### src/sv/gdr_pkg.sv
// ----------------------------------------------------------------------------
// gdr_pkg
// Types and constants shared by the grid DDA column raycaster modules.
// ----------------------------------------------------------------------------
package gdr_pkg;

  localparam int unsigned FRAC_BITS     = 16;
  localparam int unsigned SCREEN_HEIGHT = 480;
  localparam int unsigned MAP_SIZE      = 64;
  localparam int unsigned CELL_W        = 6;
  localparam int unsigned MAP_AW        = 2 * CELL_W;
  localparam int unsigned POS_W         = 22;
  localparam int unsigned VEC_W         = 18;

  localparam int unsigned QUOT_W = 2 * FRAC_BITS + 1;
  localparam int unsigned DEN_W  = 42;
  localparam int unsigned CNT_W  = 6;

  localparam logic [QUOT_W-1:0] ONE2        = QUOT_W'(1) << (2 * FRAC_BITS);
  localparam logic [QUOT_W-1:0] HEIGHT_NUM  = QUOT_W'(SCREEN_HEIGHT) << FRAC_BITS;
  localparam logic [9:0]        LH_MAX      = 10'(2 * SCREEN_HEIGHT);
  localparam logic [9:0]        HALF_H      = 10'(SCREEN_HEIGHT / 2);
  localparam logic [9:0]        LAST_ROW    = 10'(SCREEN_HEIGHT - 1);

  localparam logic [23:0] COLOR_XPOS = 24'hFF0000;
  localparam logic [23:0] COLOR_XNEG = 24'h00FF00;
  localparam logic [23:0] COLOR_YPOS = 24'h0000FF;
  localparam logic [23:0] COLOR_YNEG = 24'hFFFF00;

  localparam logic CMD_WRITE = 1'b0;

  localparam logic [2:0] REG_PLAYER_X = 3'd0;
  localparam logic [2:0] REG_PLAYER_Y = 3'd1;
  localparam logic [2:0] REG_DIR_X    = 3'd2;
  localparam logic [2:0] REG_DIR_Y    = 3'd3;
  localparam logic [2:0] REG_PLANE_X  = 3'd4;
  localparam logic [2:0] REG_PLANE_Y  = 3'd5;

  typedef struct packed {
    logic              done;
    logic [QUOT_W-1:0] quot;
  } div_rsp_t;

  typedef enum logic [20:0] {
    S_CLEAR = 21'd1 << 0,
    S_IDLE  = 21'd1 << 1,
    S_CAM   = 21'd1 << 2,
    S_MULX  = 21'd1 << 3,
    S_ADDX  = 21'd1 << 4,
    S_MULY  = 21'd1 << 5,
    S_ADDY  = 21'd1 << 6,
    S_DX    = 21'd1 << 7,
    S_DXW   = 21'd1 << 8,
    S_DY    = 21'd1 << 9,
    S_DYW   = 21'd1 << 10,
    S_SX1   = 21'd1 << 11,
    S_SX2   = 21'd1 << 12,
    S_SY1   = 21'd1 << 13,
    S_SY2   = 21'd1 << 14,
    S_STEP  = 21'd1 << 15,
    S_LOOK  = 21'd1 << 16,
    S_PERP  = 21'd1 << 17,
    S_DH    = 21'd1 << 18,
    S_DHW   = 21'd1 << 19,
    S_OUT   = 21'd1 << 20
  } state_e;

endpackage

### src/sv/gdr_div.sv
// ----------------------------------------------------------------------------
// gdr_div
// Restoring divider that produces one quotient bit per cycle.
// ----------------------------------------------------------------------------
module gdr_div
  import gdr_pkg::*;
(
  input  logic              clk_i,
  input  logic              rst_ni,
  input  logic              start_i,
  input  logic [QUOT_W-1:0] dividend_i,
  input  logic [DEN_W-1:0]  divisor_i,
  output logic              busy_o,
  output div_rsp_t          rsp_o
);

  logic              busy_q, done_q;
  logic [CNT_W-1:0]  cnt_q;
  logic [QUOT_W-1:0] num_q;
  logic [DEN_W-1:0]  rem_q, den_q;
  logic [DEN_W:0]    trial;
  logic              fits;

  assign trial = {rem_q, num_q[QUOT_W-1]};
  assign fits  = trial >= {1'b0, den_q};

  always_ff @(posedge clk_i or negedge rst_ni) begin
    if (!rst_ni) begin
      busy_q <= 1'b0;
      done_q <= 1'b0;
      cnt_q  <= '0;
    end else begin
      done_q <= 1'b0;
      if (start_i) begin
        busy_q <= 1'b1;
        cnt_q  <= CNT_W'(QUOT_W - 1);
      end else if (busy_q) begin
        cnt_q <= cnt_q - 1'b1;
        if (cnt_q == '0) begin
          busy_q <= 1'b0;
          done_q <= 1'b1;
        end
      end
    end
  end

  always_ff @(posedge clk_i) begin
    if (start_i) begin
      num_q <= dividend_i;
      rem_q <= '0;
      den_q <= divisor_i;
    end else if (busy_q) begin
      rem_q <= fits ? DEN_W'(trial - {1'b0, den_q}) : DEN_W'(trial);
      num_q <= {num_q[QUOT_W-2:0], fits};
    end
  end

  assign busy_o     = busy_q;
  assign rsp_o.done = done_q;
  assign rsp_o.quot = num_q;

endmodule

### config.mk
export PLATFORM = sky130hd
export DESIGN_NAME = gdr_div
export DESIGN_NICKNAME = d
export VERILOG_FILES = /design/src/sv/gdr_pkg.sv /design/src/sv/gdr_div.sv
export SDC_FILE = /design/constraint.sdc
export NUM_CORES = 1
export LEC_CHECK = 0
export BUFFER_PORTS_ARGS = -buffer_cell sky130_fd_sc_hd__clkbuf_2
export CORE_AREA = 2 2 101 142
export DETAILED_ROUTE_END_ITERATION = 12
export DIE_AREA = 0 0 103 144
export HOLD_SLACK_MARGIN = 0.1
export PLACE_DENSITY = 0.8
export SLEW_MARGIN = 20
export SYNTH_ARGS = -nofsm -noshare
export SYNTH_HDL_FRONTEND = slang
export SYNTH_SLANG_ARGS = --single-unit
export TNS_END_PERCENT = 1
### constraint.sdc
create_clock -name clk_i -period 3.43 [get_ports clk_i]
set_input_delay 0.686 -clock clk_i [delete_from_list [all_inputs] [get_ports clk_i]]
set_output_delay 0.686 -clock clk_i [all_outputs]
set_load 0.01 [all_outputs]
==> qor.csv, run 1 <==
metric,value,unit
initial antenna violation count,0,
period utilization,0.891,
Worst setup EP type,flop,
via count,6467,
Iteration-0 DRC Markers,341,
WS Path Type,reg -> reg,
Via density,5.87,
DRT antenna net count,0,
cell family with most CP delay,compound AO/OA/AOI/OAI gates,
Crit path depth,13,
post-DP HPWL,13200,um
worst hold slack,0.425,ns
"commonest non-fill, non-tap cell in the layout",clkbuf_2,
Tmin final,3.06,ns
Core ar.,13700,um2
WP data arrival,3.40,ns
IO Count,113,
row count,51,
reg2reg setup slack,0.37,ns
sequential share of the synthesized area,0.427,
Peak VDD IR,0.397,mV
Placed Cells,1068,
Fin Clk Skew,0.00998,ns
WHS Path Cells,1,
global-route usage over all layers,0.257,
final cell count without fillers,1101,
most frequent cells in the layout,"clkbuf_2 (111), nand2_1 (96), edfxtp_1 (75), nor2_1 (69), inv_1 (61)",
syn nets,929,
dominant register cell in the synthesized netlist,edfxtp_1,
RSZ-0062 raised after global routing,no,
# Post-CTS Setup Buffers,0,
Slew @ Worst Pin,0.726,ns
DRC Markers,0,
First-pass DRT Iterations,5,
WL/cell,16.5,um
Final Net Count,1026,
area of the multi-input gates,3960,um2
Fin. Hold Viols,0,
Slowest cell on crit path,o41ai_4,
Post-synth EDFFs,75,
Fillers,1174,
TritonCTS clock tree,yes,
Slew headroom,0.503,
H-tree levels,4,
asr flop ratio synth,0.0640,
vias in the first global route,6484,
clk slew on worst S/H paths,0.06,ns
hold path endpoint,den_q[7],
die height,144,um
Synth Register Bits,125,
number of port buffers,112,
Ys Warns,0,
post-synthesis cell area,7720,um2
Placer Congestion,0.915,
CP cell instances,"inv_1, ha_1, inv_1, fa_1, a21oi_1, o211ai_1, a21o_2, nand2_1, a41o_1, o41ai_4, a311oi_1, a41o_1, a221oi_2",
maximum clock rate,0.327,GHz
Longest Clk Path Bufs,2,
Pins Over Slew Limit,0,
total die area,14800,um2
total CTS buffers,17,
clk sinks,125,
Initial Util,0.565,
Critical R2R Capture,rem_q[36],
Post-Synthesis Cells,806,
syn_area_per_cell,9.58,um2
CTS Root Cell,clkbuf_16,
DRT Wirelength,18200,um
min-delay worst type,in -> reg,
pwr/cell area,824,nW/um2
library cells used by synthesis,77,
Worst Reg2Reg Path Length in Cells,13,
Final Setup Violations,0,
"Buf+Inv Stages, Crit Path",2,
Critical Path Fanout Max,5,
max-cap violation count,0,
die width,103,um
synthesis-to-finish area growth,15.7,%
Ant. Diodes,0,
RR Startpoint,num_q[32],
largest net degree at the start of global routing,115,
Leak,3.89,nW
clock latency on the worst-skew pair,0.43,ns
CP startpoint kind,flop,
status,completed,
HP Start,divisor_i[7],
TNS Setup,0,ns
WP data required,3.77,ns
Crit path largest cell delay,0.49,ns
final global-route overflow total,0,
layout cells sized above 1,0.226,
global-route wire length before repair,29700,um
register area,3290,um2
[cells by family after synthesis]
logic type	Yosys count	synth area share
xor+xnor	38	0.0431
compound gates	223	0.205
buf+inv	105	0.0601
fa+ha+maj	45	0.0739
mux	34	0.0494
simple gates	236	0.142
flops	125	0.427
[flip-flops by register name, summed over array words and instances, names as in the netlist]
| signal | count |
|---|---|
| done_q | 1 |
| num_q | 33 |
| busy_o | 1 |
| rem_q | 42 |
| cnt_q | 6 |
| den_q | 42 |
[stage by stage]
| step | util | power (mW) | setup WS, ns | area (um2) |
|---|---|---|---|---|
| floorplan | - | 4.83 | 0.710 | 7720 |
| global placement | 0.612 | 5.54 | 0.495 | 8360 |
| detailed placement | 0.612 | 5.59 | 0.412 | 8360 |
| CTS | 0.654 | 7.35 | 0.381 | 8930 |
| global route | 0.654 | 7.84 | 0.0927 | 8930 |
| finish | 0.654 | 7.35 | 0.373 | 8930 |
[power breakdown]
group	internal, mW	total (mW)	switching (mW)
Clock	1.00	1.73	0.727
Combinational	1.36	3.36	2.00
Sequential	1.98	2.27	0.283
Total	4.35	7.35	3.01
[what timing repair did]
item / CTS / global route
endpoints found under the hold margin: 8 / 0
hold buffers: 1 / 0
resized for setup: 0 / 0
[synth_stat cells, drive strengths merged, types with 7 or more instances]
library cell | n | area, um2
inv | 62 | 233
o211ai | 7 | 57.6
a211oi | 9 | 67.6
nand3 | 10 | 50.1
a21oi | 52 | 264
xor2 | 14 | 123
nor2 | 69 | 259
nor3 | 18 | 95.1
a21boi | 7 | 52.6
clkbuf | 15 | 57.6
a21o | 18 | 136
dfrtp | 8 | 200
o21bai | 10 | 75.1
mux2 | 33 | 372
edfxtp | 75 | 2250
a31oi | 7 | 43.8
dfxtp | 42 | 841
nand2 | 97 | 367
buf | 27 | 165
nand4 | 7 | 65.1
a311oi | 28 | 245
xnor2 | 24 | 210
nand2b | 7 | 43.8
ha | 44 | 551
o21ai | 42 | 210
[worst register-to-register path: cells and delay by family, from the launching register on]
kind / cells / cell delay [ns]
DFF: 1 / 0.37
and+or+nand+nor: 1 / 0.07
AOI/OAI and AO/OA: 8 / 1.96
buffers and inverters: 2 / 0.12
adders and majority gates: 2 / 0.43
[worst max-delay path by stage]
stage	from	endpoint	slack (ns)
6_report	num_q[32]	rem_q[36]	0.37
5_1_grt	num_q[32]	rem_q[32]	0.09
4_1_cts	num_q[32]	rem_q[36]	0.38
3_5_place_dp	den_q[21]	rem_q[20]	0.41
3_3_place_gp	den_q[6]	rem_q[17]	0.49
2_1_floorplan	num_q[32]	rem_q[36]	0.71
[area by class of cell]
| cell class | count | area share |
|---|---|---|
| clock inverter | 14 | 0.0149 |
| clock buffer | 18 | 0.0481 |
| sequential | 125 | 0.369 |
| timing repair buffer | 121 | 0.0723 |
| multi-input combinational | 576 | 0.444 |
| inverter | 62 | 0.0261 |
| tap | 185 | 0.0259 |
[metal layers]
metal	wire [um]	global-route usage	part of all wire	vias up
met5	0	0	0	-
met4	593	0.112	0.033	0
met3	963	0.0696	0.053	53
met2	9360	0.449	0.51	210
met1	7300	0.291	0.40	3071
li1	-	-	-	3133
(Power assumes the default switching activity.)
==> run 2: changes to the inputs <==
Settings changed: CORE_AREA 2 2 101 142 to 2 2 105 148, CTS_CLUSTER_DIAMETER set to 40, DIE_AREA 0 0 103 144 to 0 0 107 150, PLACE_DENSITY 0.8 to 0.77, REMOVE_ABC_BUFFERS set to 1.
Clock period 3.43 ns to 2.75 ns, I/O delays scaled along.
==> run 2 against run 1 <==
- the run now ends with negative setup slack left
- non-clock buffer count increased by 103
- first-iteration DRC count rose by 2.1%
- die area grew 8.2%
- critical endpoint unchanged
- largest cell class unchanged
==> qor.csv, run 2 (synthesis gave the netlist of run 1 again) <==
metric,value,unit,change
WP data arrival,3.19,ns,was 3.40 ns
reg2reg setup slack,-0.10,ns,was 0.37 ns
Critical R2R Capture,rem_q[36],,unchanged
pwr/cell area,1060,nW/um2,was 824 nW/um2
number of port buffers,112,,unchanged
H-tree levels,4,,unchanged
Final Setup Violations,17,,was 0
layout cells sized above 1,0.356,,was 0.226
via count,6873,,was 6467
final global-route overflow total,0,,unchanged
Iteration-0 DRC Markers,348,,was 341
Final Net Count,1129,,was 1026
period utilization,1.04,,was 0.891
WS Path Type,reg -> reg,,unchanged
Critical Path Fanout Max,5,,unchanged
row count,53,,was 51
status,"finished, violations left",,was completed
worst hold slack,0.296,ns,was 0.425 ns
register area,3300,um2,was 3290 um2
TNS Setup,-0.606,ns,was 0 ns
TritonCTS clock tree,yes,,unchanged
WP data required,3.09,ns,was 3.77 ns
area of the multi-input gates,4260,um2,was 3960 um2
Worst Reg2Reg Path Length in Cells,12,,was 13
initial antenna violation count,0,,unchanged
clock latency on the worst-skew pair,0.43,ns,about the same
most frequent cells in the layout,"clkbuf_2 (111), buf_4 (106), nand2_1 (93), edfxtp_1 (75), nor2_1 (65)",,"was clkbuf_2 (111), nand2_1 (96), edfxtp_1 (75), nor2_1 (69), inv_1 (61)"
post-DP HPWL,14300,um,was 13200 um
total die area,16100,um2,was 14800 um2
Fin Clk Skew,0.00982,ns,was 0.00998 ns
clk slew on worst S/H paths,0.06,ns,about the same
Worst setup EP type,flop,,unchanged
DRT antenna net count,0,,unchanged
IO Count,113,,unchanged
pre-CTS WS,-0.207,ns,was 0.412 ns
gr busiest metal,met2,,unchanged
DRT Wirelength,20300,um,was 18200 um
Leak,4.48,nW,was 3.89 nW
Pins Over Slew Limit,0,,unchanged
Core ar.,14800,um2,was 13700 um2
synthesis-to-finish area growth,31.2,%,was 15.7%
Fillers,1126,,was 1174
Longest Clk Path Bufs,2,,unchanged
hold path endpoint,den_q[28],,was den_q[7]
RR Startpoint,den_q[0],,was num_q[32]
total CTS buffers,17,,unchanged
core occupancy in the finished layout,0.685,,was 0.654
First-pass DRT Iterations,5,,unchanged
die width,107,um,was 103 um
global-route wire length before repair,32800,um,was 29700 um
worst setup margin,-0.101,ns,was 0.373 ns
Fin. Hold Viols,0,,unchanged
largest net degree at the start of global routing,50,,was 115
CP startpoint kind,flop,,unchanged
max-cap violation count,0,,unchanged
min-delay worst type,in -> reg,,unchanged
maximum clock rate,0.351,GHz,was 0.327 GHz
DRC Markers,0,,unchanged
met1 Usage GRT,0.273,,was 0.291
Ant. Diodes,0,,unchanged
Placer Congestion,0.894,,was 0.915
Design Power,10.8,mW,was 7.35 mW
failing checks,negative setup slack,,
Via density,5.68,,was 5.87
WL/cell,16.7,um,was 16.5 um
Slew headroom,0.645,,was 0.503
WHS Path Cells,1,,unchanged
Peak VDD IR,0.577,mV,was 0.397 mV
die height,150,um,was 144 um
met2 Use GR,0.475,,was 0.449
met3 Resource Use GR,0.0466,,was 0.0696
"commonest non-fill, non-tap cell in the layout",clkbuf_2,,unchanged
Tmin final,2.85,ns,was 3.06 ns
clk sinks,125,,unchanged
Regs by FF count,"den_q: 42 flops, rem_q: 42 flops, num_q: 33 flops",,unchanged
global-route usage over all layers,0.258,,was 0.257
Initial Util,0.522,,was 0.565
vias in the first global route,7052,,was 6484
HP Start,divisor_i[28],,was divisor_i[7]
CTS Root Cell,clkbuf_16,,unchanged
Slew @ Worst Pin,0.526,ns,was 0.726 ns
RSZ-0062 raised after global routing,yes,,was no
run 2: changes by cell type in the layout (fill, tap and decap cells not counted), moves of 5 or more:
cell	delta
a21oi_1	-5
a21oi_2	+5
a311oi_1	-5
a311oi_2	+5
buf_4	+98
clkinvlp_4	-5
ha_1	-13
ha_2	+5
ha_4	+8
o21ai_0	-7
o21ai_1	+6
run 2: what timing repair did:
item / 4_1_cts / 5_1_grt
endpoints found under the hold margin: 8 / 0
endpoints found under the setup margin: 38 / 43
buffers inserted: 5 / 4
gates resized for setup: 39 / 38
hold buffers: 1 / 0
pin swaps: 18 / 13
run 2: per-layer routing:
metal,share of wire,vias up
li1,-,3337
met1,0.38,3245
met2,0.53,216
met3,0.042,75
met4,0.047,0
met5,0,-
run 2: report_power, final:
group | total [mW] | switching, mW | internal (mW)
combinational | 5.59 | 2.97 | 2.62
clock | 2.36 | 0.971 | 1.38
sequential | 2.81 | 0.340 | 2.47
total | 10.8 | 4.28 | 6.47
run 2: metrics by stage:
step	instances	cell area, um2
6_report	1211	10100
4_1_cts	1207	9960
3_5_place_dp	1169	9090
2_1_floorplan	763	7490
5_1_grt	1211	10100
3_3_place_gp	1169	9090
run 2: final cells by class:
cell class | instances | area share
multi-input combinational | 576 | 0.421
clock buffer | 17 | 0.0420
sequential | 125 | 0.326
inverter | 62 | 0.0240
tap | 192 | 0.0237
timing repair buffer | 224 | 0.145
clock inverter | 15 | 0.0190
run 2: worst max-delay path by stage:
stage              start   endpoint  slack, ns  cells past startpoint
2_1_floorplan  den_q[21]  rem_q[15]      -0.80                     11
3_3_place_gp   den_q[20]  rem_q[34]      -0.09                     12
3_5_place_dp   num_q[32]  rem_q[28]      -0.21                     13
4_1_cts         den_q[1]   rem_q[0]      -0.02                     14
5_1_grt        num_q[32]  rem_q[36]      -0.29                     13
6_report        den_q[0]  rem_q[36]      -0.10                     12
run 2: worst max-delay path, cell delays in order (launching register included):
cell	delay, ns
edfxtp_1	0.42
ha_4	0.20
inv_4	0.05
fa_2	0.21
a21oi_2	0.07
o211ai_1	0.24
a21o_2	0.23
nand2_2	0.05
a41o_1	0.24
o41ai_4	0.46
a311oi_1	0.15
a41o_1	0.23
a221oi_2	0.22
==> run 3: changes to the inputs <==
Settings changed: CORE_AREA 2 2 105 148 to 2 2 101 142, DIE_AREA 0 0 107 150 to 0 0 103 144, PLACE_DENSITY 0.77 to 0.86.
Clock period 2.75 ns to 3.25 ns, I/O delays scaled along.
==> run 3 against run 2 <==
- the run now ends clean
- via count decreased by 3.8%
- cell area decreased by 9.4%
- total power decreased by 25%
- critical path depth increased by 1
- maximum frequency decreased by 6.9%
- sequential power decreased by 15%
- core utilization decreased by 1.3 points
- count of clock-buffer cells in the layout unchanged
- first-iteration DRC count increased by 6.0%
- combinational power decreased by 33%
- wire length decreased by 6.4%
- hold slack improved by 0.093 ns
==> qor.csv, run 3 (synthesis gave the netlist of run 1 again) <==
metric,value,unit,change
status,completed,,"was finished, violations left"
maximum clock rate,0.326,GHz,was 0.351 GHz
layout cells sized above 1,0.251,,was 0.356
CTS Root Cell,clkbuf_16,,unchanged
WL/cell,16.8,um,was 16.7 um
pwr/cell area,885,nW/um2,was 1060 nW/um2
pre-CTS WS,0.182,ns,was -0.207 ns
Core ar.,13700,um2,was 14800 um2
internal power,4.84,mW,was 6.47 mW
worst hold slack,0.390,ns,was 0.296 ns
RR Startpoint,num_q[32],,was den_q[0]
Pins Over Slew Limit,0,,unchanged
vias in the first global route,6595,,was 7052
Critical Path Fanout Max,5,,unchanged
Initial Util,0.565,,was 0.522
Clk pwr share,0.240,,was 0.219
die height,144,um,was 150 um
die width,103,um,was 107 um
Regs by FF count,"den_q: 42 flops, rem_q: 42 flops, num_q: 33 flops",,unchanged
RSZ-0062 raised after global routing,no,,was yes
Via density,5.85,,was 5.68
Slew @ Worst Pin,0.597,ns,was 0.526 ns
DRT antenna net count,0,,unchanged
Reg power frac,0.295,,was 0.261
WP data arrival,3.39,ns,was 3.19 ns
Placer Congestion,0.965,,was 0.894
final global-route overflow total,0,,unchanged
period utilization,0.942,,was 1.04
worst setup margin,0.187,ns,was -0.101 ns
CP cell instances,"inv_1, ha_1, inv_1, fa_1, a21oi_2, o211ai_1, a21o_2, and4_1, o211ai_1, o41ai_1, xor2_1, nand2_1, a311oi_1",,"was ha_4, inv_4, fa_2, a21oi_2, o211ai_1, a21o_2, nand2_2, a41o_1, o41ai_4, a311oi_1, a41o_1, a221oi_2"
Slowest cell on crit path,edfxtp_1,,was o41ai_4
global-route wire length before repair,30700,um,was 32800 um
global-route usage over all layers,0.269,,was 0.258
DRT Wirelength,19000,um,was 20300 um
Final Setup Violations,0,,was 17
initial antenna violation count,0,,unchanged
largest net degree at the start of global routing,49,,was 50
total CTS buffers,17,,unchanged
Slew headroom,0.598,,was 0.645
First-pass DRT Iterations,5,,unchanged
reg2reg setup slack,0.19,ns,was -0.10 ns
Peak VDD IR,0.411,mV,was 0.577 mV
"commonest non-fill, non-tap cell in the layout",clkbuf_2,,unchanged
number of port buffers,112,,unchanged
Psw,3.28,mW,was 4.28 mW
WP data required,3.58,ns,was 3.09 ns
Leak,4.05,nW,was 4.48 nW
WHS Path Cells,1,,unchanged
Worst setup EP type,flop,,unchanged
Longest Clk Path Bufs,2,,unchanged
clk sinks,125,,unchanged
Gate power share,0.465,,was 0.520
most frequent cells in the layout,"clkbuf_2 (111), nand2_1 (96), edfxtp_1 (75), nor2_1 (69), inv_1 (61)",,"was clkbuf_2 (111), buf_4 (106), nand2_1 (93), edfxtp_1 (75), nor2_1 (65)"
Fin Clk Skew,0.0145,ns,was 0.00982 ns
Ant. Diodes,0,,unchanged
Final Net Count,1055,,was 1129
CP startpoint kind,flop,,unchanged
Iteration-0 DRC Markers,369,,was 348
DRC Markers,0,,unchanged
max-cap violation count,0,,unchanged
total die area,14800,um2,was 16100 um2
IO Count,113,,unchanged
post-DP HPWL,14100,um,was 14300 um
WS Path Type,reg -> reg,,unchanged
Crit path largest cell delay,0.42,ns,was 0.46 ns
core occupancy in the finished layout,0.672,,was 0.685
Tmin final,3.06,ns,was 2.85 ns
Fillers,1065,,was 1126
clock latency on the worst-skew pair,0.44,ns,was 0.43 ns
clk slew on worst S/H paths,0.06,ns,about the same
HP Start,divisor_i[34],,was divisor_i[28]
TNS Setup,0,ns,was -0.606 ns
Fin. Hold Viols,0,,unchanged
Critical R2R Capture,rem_q[38],,was rem_q[36]
via count,6609,,was 6873
min-delay worst type,in -> reg,,unchanged
switching part of the total,0.404,,was 0.398
hold path endpoint,den_q[34],,was den_q[28]
TritonCTS clock tree,yes,,unchanged
Worst Reg2Reg Path Length in Cells,13,,was 12
Design Power,8.12,mW,was 10.8 mW
row count,51,,was 53
synthesis-to-finish area growth,18.9,%,was 31.2%
H-tree levels,4,,unchanged
==> run 3: changes by cell type in the layout (fill, tap and decap cells not counted), sizes merged <==
| cell | change |
|---|---|
| buf | -74 |
| clkinvlp | +1 |
| inv | -1 |
==> run 3: critical path: cells and delay by family (launching register included) <==
family                   cells  cell delay, ns
AO/OA/AOI/OAI                6            1.39
adder cells (fa/ha/maj)      2            0.57
flip-flops                   1            0.42
AND/OR/NAND/NOR              2            0.27
XOR/XNOR                     1            0.16
buffers and inverters        2            0.14
==> run 3: what timing repair did <==
item	4_1_cts	5_1_grt
hold buffers	1	0
endpoints found under the setup margin	0	21
resized for setup	0	2
setup buffers	0	2
hold endpoints to repair	8	0
==> run 3: metal layers <==
metal / wire length (um) / vias to the layer above / share of wire / global-route usage
li1: - / 3202 / - / -
met1: 7040 / 3108 / 0.37 / 0.284
met2: 10100 / 226 / 0.53 / 0.485
met3: 919 / 73 / 0.048 / 0.0575
met4: 951 / 0 / 0.050 / 0.152
met5: 0 / - / 0 / 0
==> run 3: layout make-up <==
class,instances,area [um2],area share
multi-input cells,576,3970,0.432
flip-flops and latches,125,3290,0.359
repair buffers,150,851,0.0927
clock buffers,17,425,0.0464
inverters,62,233,0.0254
well taps,185,231,0.0252
clock inverters,15,175,0.0191
==> run 3: worst max path at each step <==
| stage | from | end | slack (ns) | cells after the start |
|---|---|---|---|---|
| 3_5_place_dp | den_q[19] | rem_q[15] | 0.18 | 11 |
| 2_1_floorplan | den_q[21] | rem_q[15] | -0.30 | 11 |
| 3_3_place_gp | num_q[32] | rem_q[36] | 0.18 | 13 |
| 6_report | num_q[32] | rem_q[38] | 0.19 | 13 |
| 4_1_cts | num_q[32] | rem_q[38] | 0.11 | 13 |
| 5_1_grt | num_q[32] | rem_q[36] | 0.01 | 13 |
==> run 3: power by group through the flow <==
stage	sequential (mW)	combinational (mW)	clock, mW
floorplan	2.40	2.55	0
global placement	2.40	3.61	0
detailed placement	2.41	3.67	0
CTS	2.39	3.70	1.98
global route	2.44	4.16	2.03
finish	2.39	3.77	1.95
==> run 3: through the flow <==
stage	instances	area (um2)
after CTS	1128	9160
after floorplan	763	7490
after detailed placement	1095	8550
after global placement	1095	8550
after global routing	1130	9180
final	1130	9180
